<file path="src/sv/lpcd_pkg.sv">
// Package with the shared types, codes and CRC function of the length-prefixed CRC deframer.
`default_nettype none
package lpcd_pkg;

  localparam logic [7:0] TERM_BYTE = 8'h03;
  localparam logic [7:0] TYPE_LEN1 = 8'd2;
  localparam logic [7:0] TYPE_LEN2 = 8'd3;
  localparam logic [7:0] TYPE_LEN3 = 8'd4;
  localparam logic [15:0] CRC_POLY = 16'h1021;
  localparam logic [23:0] MAX_LEN_RESET = 24'd512;

  typedef enum logic [2:0] {
    ST_OK        = 3'd0,
    ST_BAD_TYPE  = 3'd1,
    ST_TOO_LONG  = 3'd2,
    ST_BAD_TERM  = 3'd3,
    ST_CRC_ERROR = 3'd4
  } status_t;

  typedef enum logic {
    KIND_PAYLOAD = 1'b0,
    KIND_STATUS  = 1'b1
  } kind_t;

  typedef enum logic [5:0] {
    PH_TYPE   = 6'b000001,
    PH_LEN    = 6'b000010,
    PH_DATA   = 6'b000100,
    PH_CRC_HI = 6'b001000,
    PH_CRC_LO = 6'b010000,
    PH_TERM   = 6'b100000
  } phase_t;

  typedef struct packed {
    logic        has;
    kind_t       kind;
    logic [7:0]  payload_byte;
    status_t     frame_status;
    logic [23:0] frame_length;
  } result_t;

  function automatic logic [15:0] crc_step(input logic [15:0] crc, input logic [7:0] data);
    logic [15:0] c;
    c = crc ^ {data, 8'h00};
    for (int i = 0; i < 8; i++) begin
      if (c[15]) begin
        c = {c[14:0], 1'b0} ^ CRC_POLY;
      end else begin
        c = {c[14:0], 1'b0};
      end
    end
    return c;
  endfunction

endpackage
`default_nettype wire

</file>
<file path="src/sv/lpcd_if.sv">
// Stream interfaces for received bytes and for deframer results.
`default_nettype none
interface lpcd_byte_if;
  logic       valid;
  logic       ready;
  logic [7:0] in_byte;

  modport source (output valid, output in_byte, input ready);
  modport sink (input valid, input in_byte, output ready);
endinterface

interface lpcd_result_if;
  logic        valid;
  logic        ready;
  logic        result_kind;
  logic [7:0]  payload_byte;
  logic [2:0]  frame_status;
  logic [23:0] frame_length;

  modport source (output valid, output result_kind, output payload_byte,
                  output frame_status, output frame_length, input ready);
  modport sink (input valid, input result_kind, input payload_byte,
                input frame_status, input frame_length, output ready);
endinterface
`default_nettype wire

</file>
<file path="src/sv/lpcd_parse.sv">
// Frame parser state and per-byte next-state and result logic.
`default_nettype none
module lpcd_parse (
  input  wire logic             clk,
  input  wire logic             rst,
  input  wire logic             go,
  input  wire logic [7:0]       data,
  input  wire logic [23:0]      max_len,
  output lpcd_pkg::result_t     res
);
  import lpcd_pkg::*;

  phase_t      phase, phase_next;
  logic [1:0]  left, left_next;
  logic [23:0] decl, decl_next;
  logic [23:0] seen, seen_next;
  logic [15:0] crc, crc_next;
  logic [15:0] rcrc, rcrc_next;

  always_comb begin
    phase_next = phase;
    left_next  = left;
    decl_next  = decl;
    seen_next  = seen;
    crc_next   = crc;
    rcrc_next  = rcrc;
    res.has          = 1'b0;
    res.kind         = KIND_STATUS;
    res.payload_byte = 8'h00;
    res.frame_status = ST_OK;
    res.frame_length = decl;
    unique case (phase)
      PH_LEN: begin
        decl_next = {decl[15:0], data};
        left_next = left - 2'd1;
        if (left_next == 2'd0) begin
          if (decl_next > max_len) begin
            res.has          = 1'b1;
            res.frame_status = ST_TOO_LONG;
            res.frame_length = decl_next;
            phase_next       = PH_TYPE;
          end else begin
            seen_next  = 24'd0;
            crc_next   = 16'h0000;
            phase_next = (decl_next == 24'd0) ? PH_CRC_HI : PH_DATA;
          end
        end
      end
      PH_DATA: begin
        crc_next  = crc_step(crc, data);
        seen_next = seen + 24'd1;
        if (seen_next == decl) begin
          phase_next = PH_CRC_HI;
        end
        res.has          = 1'b1;
        res.kind         = KIND_PAYLOAD;
        res.payload_byte = data;
      end
      PH_CRC_HI: begin
        rcrc_next  = {data, 8'h00};
        phase_next = PH_CRC_LO;
      end
      PH_CRC_LO: begin
        rcrc_next  = {rcrc[15:8], data};
        phase_next = PH_TERM;
      end
      PH_TERM: begin
        res.has    = 1'b1;
        phase_next = PH_TYPE;
        if (data != TERM_BYTE) begin
          res.frame_status = ST_BAD_TERM;
        end else if (crc != rcrc) begin
          res.frame_status = ST_CRC_ERROR;
        end
      end
      default: begin
        if (data == TYPE_LEN1 || data == TYPE_LEN2 || data == TYPE_LEN3) begin
          left_next  = data[1:0] - 2'd1;
          decl_next  = 24'd0;
          phase_next = PH_LEN;
        end else begin
          res.has          = 1'b1;
          res.frame_status = ST_BAD_TYPE;
          res.frame_length = 24'd0;
        end
      end
    endcase
  end

  always_ff @(posedge clk) begin
    if (rst) begin
      phase <= PH_TYPE;
      left  <= 2'd0;
      decl  <= 24'd0;
      seen  <= 24'd0;
      crc   <= 16'h0000;
      rcrc  <= 16'h0000;
    end else if (go) begin
      phase <= phase_next;
      left  <= left_next;
      decl  <= decl_next;
      seen  <= seen_next;
      crc   <= crc_next;
      rcrc  <= rcrc_next;
    end
  end

endmodule
`default_nettype wire

</file>
<file path="src/sv/length_prefixed_crc_deframer_top.sv">
// Top level of the length-prefixed CRC-16/XMODEM frame deframer.
// A byte accepted into the input register is parsed from it combinationally and its result is
// loaded into the output register that drives result valid; a held unaccepted result stalls both.
// Throughput: one byte per cycle when not stalled, set by the single-stage parse and CRC update.
// Reset (rst, synchronous): parser waits for a type byte, max_payload_len returns to 512.
`default_nettype none
module length_prefixed_crc_deframer_top (
  input  wire logic        clk,
  input  wire logic        rst,
  lpcd_byte_if.sink        stream,
  lpcd_result_if.source    result,
  input  wire logic        psel,
  input  wire logic        penable,
  input  wire logic        pwrite,
  input  wire logic [2:0]  paddr,
  input  wire logic [31:0] pwdata,
  output logic [31:0]      prdata,
  output logic             pready
);
  import lpcd_pkg::*;

  logic        in_v;
  logic [7:0]  in_b;
  logic        out_v;
  result_t     out_q;
  result_t     res;
  logic        go;
  logic [23:0] max_len;

  lpcd_parse u_parse (
    .clk     (clk),
    .rst     (rst),
    .go      (go),
    .data    (in_b),
    .max_len (max_len),
    .res     (res)
  );

  assign go           = in_v && (!out_v || result.ready || !res.has);
  assign stream.ready = !in_v || go;

  always_ff @(posedge clk) begin
    if (rst) begin
      in_v <= 1'b0;
    end else if (stream.valid && stream.ready) begin
      in_v <= 1'b1;
    end else if (go) begin
      in_v <= 1'b0;
    end
  end

  always_ff @(posedge clk) begin
    if (stream.valid && stream.ready) begin
      in_b <= stream.in_byte;
    end
  end

  always_ff @(posedge clk) begin
    if (rst) begin
      out_v <= 1'b0;
    end else if (go && res.has) begin
      out_v <= 1'b1;
    end else if (result.ready) begin
      out_v <= 1'b0;
    end
  end

  always_ff @(posedge clk) begin
    if (go && res.has) begin
      out_q <= res;
    end
  end

  assign result.valid        = out_v;
  assign result.result_kind  = out_q.kind;
  assign result.payload_byte = out_q.payload_byte;
  assign result.frame_status = out_q.frame_status;
  assign result.frame_length = out_q.frame_length;

  always_ff @(posedge clk) begin
    if (rst) begin
      max_len <= MAX_LEN_RESET;
    end else if (psel && penable && pwrite && pready && paddr[2] == 1'b0) begin
      max_len <= pwdata[23:0];
    end
  end

  assign pready = 1'b1;
  assign prdata = (paddr[2] == 1'b0) ? {8'h00, max_len} : 32'h0000_0000;

endmodule
`default_nettype wire

</file>
<file path="src/flat_wrapper.sv">
// flat-port wrapper written by rule: the top's interface ports become plain ports
module length_prefixed_crc_deframer_top_flat import lpcd_pkg::*;
  (clk, rst, psel, penable, pwrite, paddr, pwdata, prdata, pready, stream_valid, stream_in_byte, stream_ready, result_valid, result_result_kind, result_payload_byte, result_frame_status, result_frame_length, result_ready);
  lpcd_byte_if stream_i ();
  lpcd_result_if result_i ();
  input  wire logic clk;
  input  wire logic rst;
  input  wire logic psel;
  input  wire logic penable;
  input  wire logic pwrite;
  input  wire logic [2:0] paddr;
  input  wire logic [31:0] pwdata;
  output logic [31:0] prdata;
  output logic pready;
  input wire logic [$bits(stream_i.valid)-1:0] stream_valid;
  input wire logic [$bits(stream_i.in_byte)-1:0] stream_in_byte;
  output wire logic [$bits(stream_i.ready)-1:0] stream_ready;
  output wire logic [$bits(result_i.valid)-1:0] result_valid;
  output wire logic [$bits(result_i.result_kind)-1:0] result_result_kind;
  output wire logic [$bits(result_i.payload_byte)-1:0] result_payload_byte;
  output wire logic [$bits(result_i.frame_status)-1:0] result_frame_status;
  output wire logic [$bits(result_i.frame_length)-1:0] result_frame_length;
  input wire logic [$bits(result_i.ready)-1:0] result_ready;
  assign stream_i.valid = stream_valid;
  assign stream_i.in_byte = stream_in_byte;
  assign stream_ready = stream_i.ready;
  assign result_valid = result_i.valid;
  assign result_result_kind = result_i.result_kind;
  assign result_payload_byte = result_i.payload_byte;
  assign result_frame_status = result_i.frame_status;
  assign result_frame_length = result_i.frame_length;
  assign result_i.ready = result_ready;
  length_prefixed_crc_deframer_top u_core (.clk(clk), .rst(rst), .stream(stream_i), .result(result_i), .psel(psel), .penable(penable), .pwrite(pwrite), .paddr(paddr), .pwdata(pwdata), .prdata(prdata), .pready(pready));
endmodule
</file>
<file path="config.mk">
export PLATFORM = sky130hd
export DESIGN_NAME = length_prefixed_crc_deframer_top_flat
export DESIGN_NICKNAME = d
export VERILOG_FILES = /design/src/sv/lpcd_pkg.sv /design/src/sv/lpcd_if.sv /design/src/sv/lpcd_parse.sv /design/src/sv/length_prefixed_crc_deframer_top.sv /design/src/flat_wrapper.sv
export SDC_FILE = /design/constraint.sdc
export NUM_CORES = 1
export LEC_CHECK = 0
export ABC_AREA = 1
export BUFFER_PORTS_ARGS = -buffer_cell sky130_fd_sc_hd__buf_2
export CELL_PAD_IN_SITES_DETAIL_PLACEMENT = 1
export CELL_PAD_IN_SITES_GLOBAL_PLACEMENT = 2
export CORE_UTILIZATION = 33
export CTS_BUF_LIST = sky130_fd_sc_hd__clkbuf_16
export DETAILED_ROUTE_END_ITERATION = 8
export GPL_TIMING_DRIVEN = 0
export PLACE_DENSITY_LB_ADDON = 0.1
export SLEW_MARGIN = 20
export SYNTH_ARGS = -nofsm -noshare
export SYNTH_HDL_FRONTEND = slang
export SYNTH_HIERARCHICAL = 1
export SYNTH_SLANG_ARGS = --single-unit
</file>
<file path="constraint.sdc">
create_clock -name clk -period 4.8 [get_ports clk]
set_clock_uncertainty 0.05 [all_clocks]
set_input_delay 0.72 -clock clk [delete_from_list [all_inputs] [get_ports clk]]
set_output_delay 0.72 -clock clk [all_outputs]
set_load 0.01 [all_outputs]
</file>
Yosys cells after proc, flatten, opt, wreduce, memory -nomap -nowiden
Cells that the tools add are included.

storage, ports and cells
  register bits after elaboration = 158
  output and inout port bits = 71
  word-level logic and storage cells = 125

cells by class
  add/sub/neg operators = 3
  equal/unequal tests = 14
  order comparisons = 1
  reduce and logical (&&, ||, !) cells = 31
  bitwise gates (word level) = 12
  muxes and demuxes = 49

operators by type and width
  cell                     count
  $mux W16                 9
  $pmux W24 S2             3
  $mux W13                 8
  $mux W24                 4
  $pmux W16 S2             2
  $mux W26                 2
  $pmux W6 S5              1
  $mux W25                 1
  $add A24 B1 Y24 const B  1
  $eq A24 B24 Y1           1
  $gt A24 B24 Y1           1
  $logic_not A24 Y1        1
  $not A3 Y3               8
  $mux W6                  3
  $eq A8 B2 Y1 const B     2
  $ne A16 B16 Y1           1
  $xor A16 B16 Y16         1
  $reduce_bool A2 Y1       5
  $mux W9                  1
  $pmux W3 S3              1
  $eq A8 B3 Y1 const B     1
  $mux W4                  2
  $ne A8 B2 Y1 const B     1
  $reduce_and A4 Y1        2
  23 further kinds         48

Longest topological paths before layout
  depth after elaboration = 25
  gate-level depth with buffers = 23
  gate-level depth less buffers = 21

Modules after synthesis
The synthesis kept the hierarchy.

by module, submodules not included
  module                            cells each  instances  area each (sq um)
  lpcd_parse                        964         1          6219.7
  length_prefixed_crc_deframer_top  281         1          2830.2

Worst setup path after synthesis
No wires, ideal clock.

  kind = register to register
  start = register u_core.in_b[5]
  end = register u_core.u_parse.seen[13]
  arrival = 3.323 ns
  period minus slack after synthesis = 3.444 ns
  path buffers = 3
  stages on the path, launching flop included = 22
  setup slack = 1.356 ns
  cell sequence = edfxtp_1 ha_1 a21oi_1 nor2_1 a211oi_1 o21ai_0 nand2_1 nand3_1 nand2_1 inv_1 nand3_1 clkbuf_1 nand4_1 nand3_1 nand2_1 inv_1 o21ai_1 inv_1 clkbuf_1 clkbuf_1 nand4_1 a21oi_1

RTL lines
  element                   line                                    text
  start: declaration        length_prefixed_crc_deframer_top.sv:23  logic [7:0] in_b;
  start signal: assignment  length_prefixed_crc_deframer_top.sv:54  in_b <= stream.in_byte;
  end signal: assignment    lpcd_parse.sv:102                       seen <= seen_next;
  end: declaration          lpcd_parse.sv:16                        logic [23:0] seen, seen_next;

==> summary.md <==
| Metric | Value |
|---|---|
| Detailed Route Iter0 Violations | 538 |
| Async set-or-reset flop fraction in the synthesized netlist | 0% |
| Ant diodes | 0 |
| Layout cells sized above 1 | 16.8% |
| GPL Wtd Cong | 0.843 |
| Leakage dissipation | 0.00465 uW |
| Cell variety after synth | 43 |
| Core ar. | 0.0270 mm2 |
| Clock latency on the worst-skew pair | 440 ps |
| Max FO, Critical Path | 10 |
| Post-CTS Repair Setup Buffers | 0 |
| Final Hold Fails | 0 |
| Vias in the first global route | 8711 |
| Power Density | 295 mW/mm2 |
| Via count | 8615 |
| Max Cap Viol | 0 |
| CTS root buffer | clkbuf_16 |
| Worst EP arrival | 4750 ps |
| Most frequent cells after synthesis | nand2_1 (276), inv_1 (168), nor2_1 (149), dfxtp_1 (114), nand3_1 (101) |
| Hold Startpoint | stream_in_byte[6] |
| Initial antenna violation count | 0 |
| Setup violators final | 0 |
| Top-count cell post-synth | nand2_1 |
| Largest net degree at the start of global routing | 30 |
| Net Sw Frac | 24.3% |
| Fin crit share | 92.5% |
| Critical path type | reg -> reg |
| Avg WL per Cell | 18.3 um |
| CTS tree | built |
| Met3 usage | 3.43% |
| Slowest CP cell | edfxtp_1 |
| Cell Int Power | 2390 uW |
| Layout Nets | 1451 |
| Clock buffer depth | 2 |
| Final WL | 31600 um |
| Clock power frac | 48.6% |
| CTS Sinks | 158 |
| First-pass GRT wire length | 49600 um |
| Hold-critical path endpoint | u_core/in_b[6] |
| Met2 Use GR | 39.3% |
| # rows | 60 |
| FF-to-FF setup slack | 360 ps |
| Clk slew on worst S/H paths | 70 ps |
| Seq/Total Area, Yosys | 39.8% |
| Worst Setup End Kind | flop |
| Rel. slew slack | 49.0% |
| Yosys top cell area share | 25.2% |
| Util after Layout | 39.6% |
| Setup TNS | 0 ps |
| Port buffer count | 100 |
| First-pass DRT Iterations | 6 |
| Syn Inst Count | 1245 |
| Startpoint types | flop |
| Vias/cell | 4.99 |
| Yosys warning total | 6 |
| Overflow after GRT | 0 |
| Mean post-synth cell area | 7.27 um2 |
| Post-synth EDFFs | 44 |
| Top cells by area, synth | dfxtp_1 (25%), edfxtp_1 (15%), nand2_1 (11%), inv_1 (7.0%), nor2_1 (6.2%) |
| Area leader, netlist | dfxtp_1 |
| TritonCTS buffer count | 17 |
| Post-route DRC violation count | 0 |
| Status | finished, final reports clean |
| Hold Path Class | in -> reg |
| RSZ-0062 raised after global routing | no |
| Layout area overhead | 18.0% |
| Critical Path, Cell by Cell | ha_1 -> a21oi_1 -> nor2_1 -> a211oi_1 -> o21ai_0 -> nand2_1 -> nand3_1 -> nand2_1 -> inv_1 -> nand3_2 -> buf_2 -> nand4_1 -> nand3_1 -> nand2_1 -> inv_1 -> o21ai_1 -> inv_1 -> clkbuf_2 -> clkbuf_2 -> nand4_1 -> a21oi_1 |
| Switching power total | 766 uW |
| Die Width | 168 um |
| Crit path time final | 4440 ps |
| Synth Flop Type | dfxtp_1 |
| Sequential share of power | 44.8% |
| Register bit total from synthesis | 158 |
| Initial Utilization | 33.6% |
| CP max stage delay | 630 ps |
| Hold depth | 1 |
| Die footprint | 0.0281 mm2 |
| Crit path launch | u_core/in_b[5] |
| Slew of the pin with the lowest slew margin | 765 ps |
| Cell depth of the worst flop-to-flop path | 21 |
| Final max-slew violation count | 0 |
| Cell Area, Synth | 0.00905 mm2 |
| HPWL after detailed placement | 24000 um |
| I/O Pins | 121 |
| Die H | 168 um |
| Crit path required time | 5110 ps |
| Origin of the critical flop-to-flop path | u_core/in_b[5] |
| Antenna Violating Nets Remaining | 0 |
| R2R Path End | u_core/u_parse/seen[13] |
| Met1 Use GR | 31.5% |
| VDD IR max | 136 uV |
| Fmax | 225 MHz |
| Total GRT Usage | 23.3% |
| GRT Max-Usage Layer | met2 |
| Combinational Power Share | 6.6% |
| CTS H-tree lvls | 4 |
metrics by stage:
stage / setup WS (ps) / area (um2) / cells / total power (uW) / hold WS, ps
finish: 361 / 10700 / 1726 / 3150 / 397
global route: 44.0 / 10700 / 1726 / 3270 / 379
CTS: 36.5 / 10700 / 1726 / 3200 / 380
detailed placement: -333 / 10000 / 1694 / 1650 / 409
global placement: -279 / 10000 / 1693 / 1650 / 400
floorplan: 1360 / 9080 / 1252 / 1560 / 383
metal layers:
metal	vias up	wire length, um
met3	14	1110
met1	4157	15200
met4	0	251
met5	-	0
met2	164	15100
li1	4280	-
registers in the layout, indices dropped and copies added (netlist names):
name and flops:
u_core/in_v 1, u_core/u_parse/crc 16, u_core/max_len 24, u_core/u_parse/phase 6
u_core/u_parse/left 2, u_core/result.valid 1, u_core/result.frame_length 24, u_core/u_parse/seen 24
u_core/result.payload_byte 8, u_core/u_parse/rcrc 16, u_core/result.result_kind 1, u_core/result.frame_status 3
u_core/in_b 8, u_core/u_parse/decl 24
cells in the final DEF, fill, tap and decap left out, types with 4 or more instances in the layout:
cell	n
nand2_1	276
inv_1	169
nor2_1	149
buf_2	114
dfxtp_1	114
nand3_1	100
a21oi_1	73
nand4_1	53
edfxtp_1	44
ha_1	29
clkbuf_1	23
nor2_2	22
a22oi_1	22
o22ai_1	21
xor2_1	20
clkbuf_16	17
xnor2_1	16
o21ai_0	12
inv_2	11
buf_4	11
conb_1	9
nand2_2	8
nor2_4	8
or2_2	6
bufinv_16	5
nor3_1	5
clkbuf_2	5
nand2_4	4
nor4_1	4
how the worst max path moves through the flow:
stage,cells after the start,slack [ps],to
6_report,21,360,u_core/u_parse/seen[13]
3_3_place_gp,21,-280,u_core/u_parse/seen[18]
4_1_cts,21,40,u_core/u_parse/seen[13]
5_1_grt,21,40,u_core/u_parse/seen[13]
3_5_place_dp,21,-330,u_core/u_parse/seen[13]
2_1_floorplan,21,1360,u_core/u_parse/seen[13]
worst max-delay path: cells and delay by family, from the launching register on:
kind            cells  cell delay, ps
flops               1             630
simple gates        9            1110
buf+inv             6            1320
compound gates      5             860
fa+ha+maj           1             410
what timing repair did:
item,4_1_cts,5_1_grt
gates resized for setup,3,8
endpoints found under the setup margin,40,59
hold buffers,0,0
endpoints found under the hold margin,0,0
power by group through the flow:
stage / clock, uW / combinational [uW] / sequential [uW]
CTS: 1570 / 211 / 1410
finish: 1530 / 208 / 1410
global placement: 0 / 203 / 1440
floorplan: 0 / 125 / 1440
detailed placement: 0 / 209 / 1440
global route: 1620 / 233 / 1420
logic make-up (layout without fill, tap and decap cells):
group / count (synthesis) / count (layout) / synth area share (%)
AO/OA/AOI/OAI: 139 / 139 / 8.90
XOR/XNOR: 37 / 37 / 3.73
adder cells (fa/ha/maj): 29 / 29 / 4.01
buffers and inverters: 236 / 369 / 10.9
flip-flops: 158 / 158 / 39.8
other: 2 / 9 / 0.0830
AND/OR/NAND/NOR: 644 / 644 / 32.5
area by class of cell:
type                       instances  area, um2
sequential                       158       3600
clock inverter                    15        221
tap                              341        427
inverter                         179        673
multi-input combinational        858       4490
timing repair buffer             101        520
clock buffer                      17        425
buffer                            57        322
fill                            3366      16300
Note: power is estimated with default switching activity, not from simulation.
